[config.mk]
export PLATFORM = sky130hd
export DESIGN_NAME = bmhq_cmp
export DESIGN_NICKNAME = d
export VERILOG_FILES = /design/src/sv/assert_macros.svh /design/src/sv/bmhq_pkg.sv /design/src/sv/bmhq_cmp.sv
export SDC_FILE = /design/constraint.sdc
export NUM_CORES = 1
export LEC_CHECK = 0
export BUFFER_PORTS_ARGS = -buffer_cell sky130_fd_sc_hd__buf_2
export CORE_MARGIN = 2
export CORE_UTILIZATION = 29
export DETAILED_ROUTE_END_ITERATION = 12
export PLACE_DENSITY = 0.6
export SLEW_MARGIN = 40
export SYNTH_ARGS = -nofsm -noshare
export SYNTH_HDL_FRONTEND = slang
export SYNTH_SLANG_ARGS = --single-unit
[constraint.sdc]
create_clock -name vclk -period 6.63
set_clock_uncertainty 0.2 [all_clocks]
set_input_delay 1.326 -clock vclk [all_inputs]
set_output_delay 1.326 -clock vclk [all_outputs]
set_load 0.005 [all_outputs]
[src/sv/assert_macros.svh]
// Assertion macros shared by the heap queue RTL.
`ifndef ASSERT_MACROS_SVH
`define ASSERT_MACROS_SVH

// Condition must hold in the same cycle as the trigger.
`define ASSERT_SAME(lbl, clk, rst_n, trig, cond) \
    lbl: assert property (@(posedge clk) disable iff (!rst_n) (trig) |-> (cond)) \
        else $error("assertion failed: same-cycle check");

// Condition must hold in the cycle after the trigger.
`define ASSERT_NEXT(lbl, clk, rst_n, trig, cond) \
    lbl: assert property (@(posedge clk) disable iff (!rst_n) (trig) |=> (cond)) \
        else $error("assertion failed: next-cycle check");

`endif

[src/sv/bmhq_pkg.sv]
// Types and constants of the binary min-heap queue.
`timescale 1ns / 1ps

package bmhq_pkg;

    localparam int PRIO_W  = 16;
    localparam int PAY_W   = 32;
    localparam int ENTRY_W = PRIO_W + PAY_W;
    localparam int OCC_W   = 9;
    localparam int IN_TDATA_W  = 48;
    localparam int OUT_TDATA_W = 64;
    localparam int STAT_W  = 2;

    typedef enum logic {
        OP_INSERT = 1'b0,
        OP_REMOVE = 1'b1
    } t_opcode;

    typedef enum logic [STAT_W-1:0] {
        ST_DONE  = 2'd0,
        ST_FULL  = 2'd1,
        ST_EMPTY = 2'd2
    } t_status;

    typedef struct packed {
        logic [PAY_W-1:0]  pay;
        logic [PRIO_W-1:0] prio;
    } t_entry;

    // Compare request: moving entry against one or two neighbor entries.
    typedef struct packed {
        logic [PRIO_W-1:0] cand;
        logic [PRIO_W-1:0] left;
        logic [PRIO_W-1:0] right;
        logic              right_ok;
    } t_cmp_req;

    typedef struct packed {
        logic sel_right;
        logic chosen_lt_cand;
        logic cand_lt_chosen;
    } t_cmp_res;

    typedef enum logic [2:0] {
        S_IDLE,
        S_UP_CHK,
        S_UP_CMP,
        S_RM_LD,
        S_DN_CHK,
        S_DN_CMP,
        S_OUT
    } t_state;

endpackage

[src/sv/bmhq_cmp.sv]
// Shared priority comparator: picks the smaller neighbor and ranks it against the moving entry.
`timescale 1ns / 1ps

module bmhq_cmp (
    input  bmhq_pkg::t_cmp_req i_req,
    output bmhq_pkg::t_cmp_res o_res
);

    logic [bmhq_pkg::PRIO_W-1:0] w_chosen;

    always_comb begin
        // Ties between the children go to the right one.
        o_res.sel_right      = i_req.right_ok && !(i_req.left < i_req.right);
        w_chosen             = o_res.sel_right ? i_req.right : i_req.left;
        o_res.chosen_lt_cand = w_chosen < i_req.cand;
        o_res.cand_lt_chosen = i_req.cand < w_chosen;
    end

endmodule

==> flow_results.xml <==
<?xml version="1.0" encoding="UTF-8"?>
<metrics>
  <group name="critical_path">
    <metric name="cp_data_arrival_time" unit="ps">4440</metric>
    <metric name="cp_cell_sequence" unit="">buf_2 &gt; inv_1 &gt; ha_1 &gt; nand4_2 &gt; nor2_1 &gt; a2111o_1 &gt; o31ai_4 &gt; buf_4 &gt; mux2i_1 &gt; ha_1 &gt; a21oi_1 &gt; nor2b_1 &gt; o31a_1 &gt; a2111oi_1 &gt; a21oi_1 &gt; buf_2</metric>
    <metric name="timing.critical_path.from" unit="">i_req[16]</metric>
    <metric name="path_max_fanout" unit="">8</metric>
    <metric name="critical_path.endpoint_type" unit="">output pin</metric>
    <metric name="worst_setup_path_start_kind" unit="">input port</metric>
    <metric name="critical_path.slowest_cell" unit="">sky130_fd_sc_hd__a2111o_1</metric>
    <metric name="path_delay_family" unit="">compound AO/OA/AOI/OAI gates</metric>
    <metric name="slowest_stage_delay_on_critical_path" unit="ps">440</metric>
    <metric name="worstPathBufferInverterCount" unit="">4</metric>
    <metric name="critical_path_required" unit="ps">5100</metric>
    <metric name="worst-setup-path-type" unit="">in2out</metric>
  </group>
  <group name="pwr">
    <metric name="p_per_area" unit="nW/um^2">68.0</metric>
    <metric name="post-layout-total-power" unit="mW">0.0875</metric>
    <metric name="power_leakage" unit="nW">0.790</metric>
    <metric name="power.ir.vdd_worst" unit="mV">0.0207</metric>
  </group>
  <group name="hold_path">
    <metric name="hold-path-endpoint" unit="">o_res[0]</metric>
    <metric name="timing.hold.worst_path_depth" unit="">4</metric>
    <metric name="hold_path.class" unit="">in2out</metric>
    <metric name="hold_path.startpoint" unit="">i_req[48]</metric>
  </group>
  <group name="outcome">
    <metric name="status" unit="">completed</metric>
  </group>
  <group name="synthesis">
    <metric name="netlist.top_cell.by_area" unit="">sky130_fd_sc_hd__ha_1</metric>
    <metric name="synth_top_cell_area_share" unit="%">39.7</metric>
    <metric name="postSynthAreaPerCell" unit="sq um">8.41</metric>
    <metric name="yosysUniqueCellTypes" unit="">26</metric>
    <metric name="complex_gate_fraction_of_the_synthesized_area" unit="%">19.1</metric>
    <metric name="synthesis.yosys.warnings" unit="">0</metric>
    <metric name="synth_area_leaders" unit="">sky130_fd_sc_hd__ha_1 40%, sky130_fd_sc_hd__mux2i_1 15%, sky130_fd_sc_hd__inv_1 6.9%, sky130_fd_sc_hd__a21oi_1 5.6%, sky130_fd_sc_hd__a2111oi_4 2.8%</metric>
    <metric name="synthSimpleGateAreaFrac" unit="%">14.5</metric>
    <metric name="synth_top_family_by_area" unit="">adder cells</metric>
    <metric name="synthesis.area" unit="sq um">976</metric>
    <metric name="yosys-mux-area-fraction" unit="%">16.5</metric>
    <metric name="yosysSeqAreaShare" unit="%">0</metric>
    <metric name="postSynthNetCount" unit="">196</metric>
    <metric name="post_synth_xor_area_fraction" unit="%">0</metric>
    <metric name="yosys.area_share.adder" unit="%">39.7</metric>
    <metric name="syn-instance-count" unit="">116</metric>
  </group>
  <group name="global_route">
    <metric name="grt_max_degree" unit="">10</metric>
    <metric name="initial_antenna_violation_count" unit="">0</metric>
    <metric name="globalRouteTotalUtil" unit="%">12.3</metric>
    <metric name="grt_overflow_total" unit="">0</metric>
    <metric name="top_usage_layer" unit="">met2</metric>
    <metric name="first_global_vias" unit="">965</metric>
    <metric name="met2_usage" unit="%">24.6</metric>
    <metric name="gr-usage-met3" unit="%">0</metric>
    <metric name="grt_pass1_wl" unit="microns">3710</metric>
    <metric name="grt.met1_usage" unit="%">15.6</metric>
  </group>
  <group name="routing">
    <metric name="drt_pre_antenna_iters" unit="">2</metric>
    <metric name="detail_route.wl_per_cell" unit="microns">10.6</metric>
    <metric name="avgViaCountPerCell" unit="">4.56</metric>
    <metric name="drc" unit="">0</metric>
    <metric name="drt_iter0_markers" unit="">24</metric>
    <metric name="vias" unit="">976</metric>
    <metric name="antenna_violating_nets_post_route" unit="">0</metric>
    <metric name="wirelength" unit="microns">2270</metric>
  </group>
  <group name="job">
    <metric name="cap_viol_max_count" unit="">0</metric>
  </group>
  <group name="sta">
    <metric name="setup_viol" unit="">0</metric>
    <metric name="unrepaired_setup_endpoints_after_global_routing" unit="">no</metric>
    <metric name="setup-tns-final" unit="ps">0</metric>
    <metric name="post-route-worst-setup-slack" unit="ps">662</metric>
    <metric name="timing.final.crit_share" unit="%">90.0</metric>
    <metric name="timing.slew.headroom" unit="%">72.3</metric>
    <metric name="worst_hold_slack" unit="ps">2890</metric>
    <metric name="worst_slew_pin_slew" unit="ps">415</metric>
    <metric name="final_hold_violations" unit="">0</metric>
    <metric name="max_freq" unit="MHz">168</metric>
    <metric name="layout_min_cycle_time" unit="ps">5970</metric>
    <metric name="report.final.slew_viol_count" unit="">0</metric>
  </group>
  <group name="die">
    <metric name="io-pin-count" unit="">52</metric>
    <metric name="rows" unit="">21</metric>
    <metric name="initial_utilization" unit="%">29.7</metric>
    <metric name="die_w" unit="microns">62.0</metric>
    <metric name="die-area" unit="sq um">3850</metric>
    <metric name="area_of_the_core" unit="sq um">3280</metric>
    <metric name="fp.dieH" unit="microns">62.0</metric>
  </group>
  <group name="placement">
    <metric name="port_buffers" unit="">52</metric>
    <metric name="sum_of_net_half_perimeters_after_detailed_placement" unit="microns">2190</metric>
    <metric name="dpl-instance-area" unit="sq um">1290</metric>
    <metric name="finalWeightedCongestion" unit="">0.760</metric>
    <metric name="place_ws" unit="ps">632</metric>
  </group>
  <group name="cells_and_area">
    <metric name="finish.net_count" unit="">250</metric>
    <metric name="layout-drive-gt1-share" unit="%">35.7</metric>
    <metric name="fillers" unit="">368</metric>
    <metric name="clock_buffers" unit="">0</metric>
    <metric name="layout.area.seq" unit="sq um">0</metric>
    <metric name="seq_cells" unit="">0</metric>
    <metric name="synthToLayoutAreaGrowth" unit="%">31.8</metric>
    <metric name="diodes" unit="">0</metric>
    <metric name="fin_area" unit="sq um">1290</metric>
  </group>
  <group name="cts">
    <metric name="cts_hold_buffers" unit="">0</metric>
    <metric name="postCtsSetupRepairBufs" unit="">0</metric>
    <metric name="post_cts_resized" unit="">0</metric>
  </group>
</metrics>
-- cell usage in the layout, fill, tap and decap left out, drive strengths merged --
master | netlist | routed
nor4b | 1 | 1
ha | 31 | 31
a2111o | 1 | 1
a21o | 2 | 2
buf | 2 | 54
nand4 | 5 | 5
nor3 | 3 | 3
nand2b | 2 | 2
o21ai | 3 | 3
a2111oi | 2 | 2
nor2 | 4 | 4
o31ai | 1 | 1
nand3 | 2 | 2
nand2 | 6 | 6
inv | 18 | 18
mux2 | 1 | 1
o21a | 3 | 3
a21oi | 11 | 11
mux2i | 15 | 15
nor2b | 1 | 1
o31a | 1 | 1
a211o | 1 | 1
-- metrics by stage --
stage,util (%),cells
finish,39.2,214
CTS,39.2,214
detailed placement,39.2,214
floorplan,-,116
global placement,39.2,214
global route,39.2,214
-- routing by layer --
metal	vias to the layer above	wire, microns
li1	532	-
met1	413	1070
met2	31	1060
met3	0	143
met4	0	0
met5	-	0
-- worst min-delay path, delay by kind of cell --
family                   cells  cell delay, ps
adder cells (fa/ha/maj)      1             160
AO/OA/AOI/OAI                1              60
buffers and inverters        2             220
-- cell type report --
type / count / area [sq um] / share of cell area [%]
Inverter: 18 / 67.6 / 5.25
Multi-Input combinational cell: 96 / 886 / 68.9
Tap cell: 46 / 57.6 / 4.47
Timing Repair Buffer: 54 / 275 / 21.4
-- cell usage after synthesis (all sizes together) (2+ instances only) --
library cell and count:
nand3 2, nand2 6, a21oi 11, nor3 3
nor2 4, a2111oi 2, o21ai 3, inv 18
buf 2, o21a 3, a21o 2, nand4 5
nand2b 2, mux2i 15, ha 31
-- worst max-delay path by stage --
stage	endpoint	slack, ps	depth (start not counted)
2_1_floorplan	o_res[1]	890	15
3_3_place_gp	o_res[1]	640	16
3_5_place_dp	o_res[1]	630	16
4_1_cts	o_res[1]	620	16
5_1_grt	o_res[1]	380	16
6_report	o_res[1]	660	16
-- power breakdown --
group	switching, mW	total, mW	internal (mW)	leakage [nW]
Clock	0	0	0	0
Combinational	0.0422	0.0875	0.0453	0.790
Sequential	0	0	0	0
-- cells by family after synthesis --
| kind of cell | after synthesis |
|---|---|
| AND/OR/NAND/NOR | 24 |
| buffers and inverters | 20 |
| adder cells (fa/ha/maj) | 31 |
| AO/OA/AOI/OAI | 25 |
| multiplexers | 16 |
No activity file was read; power rests on OpenSTA's default activity.
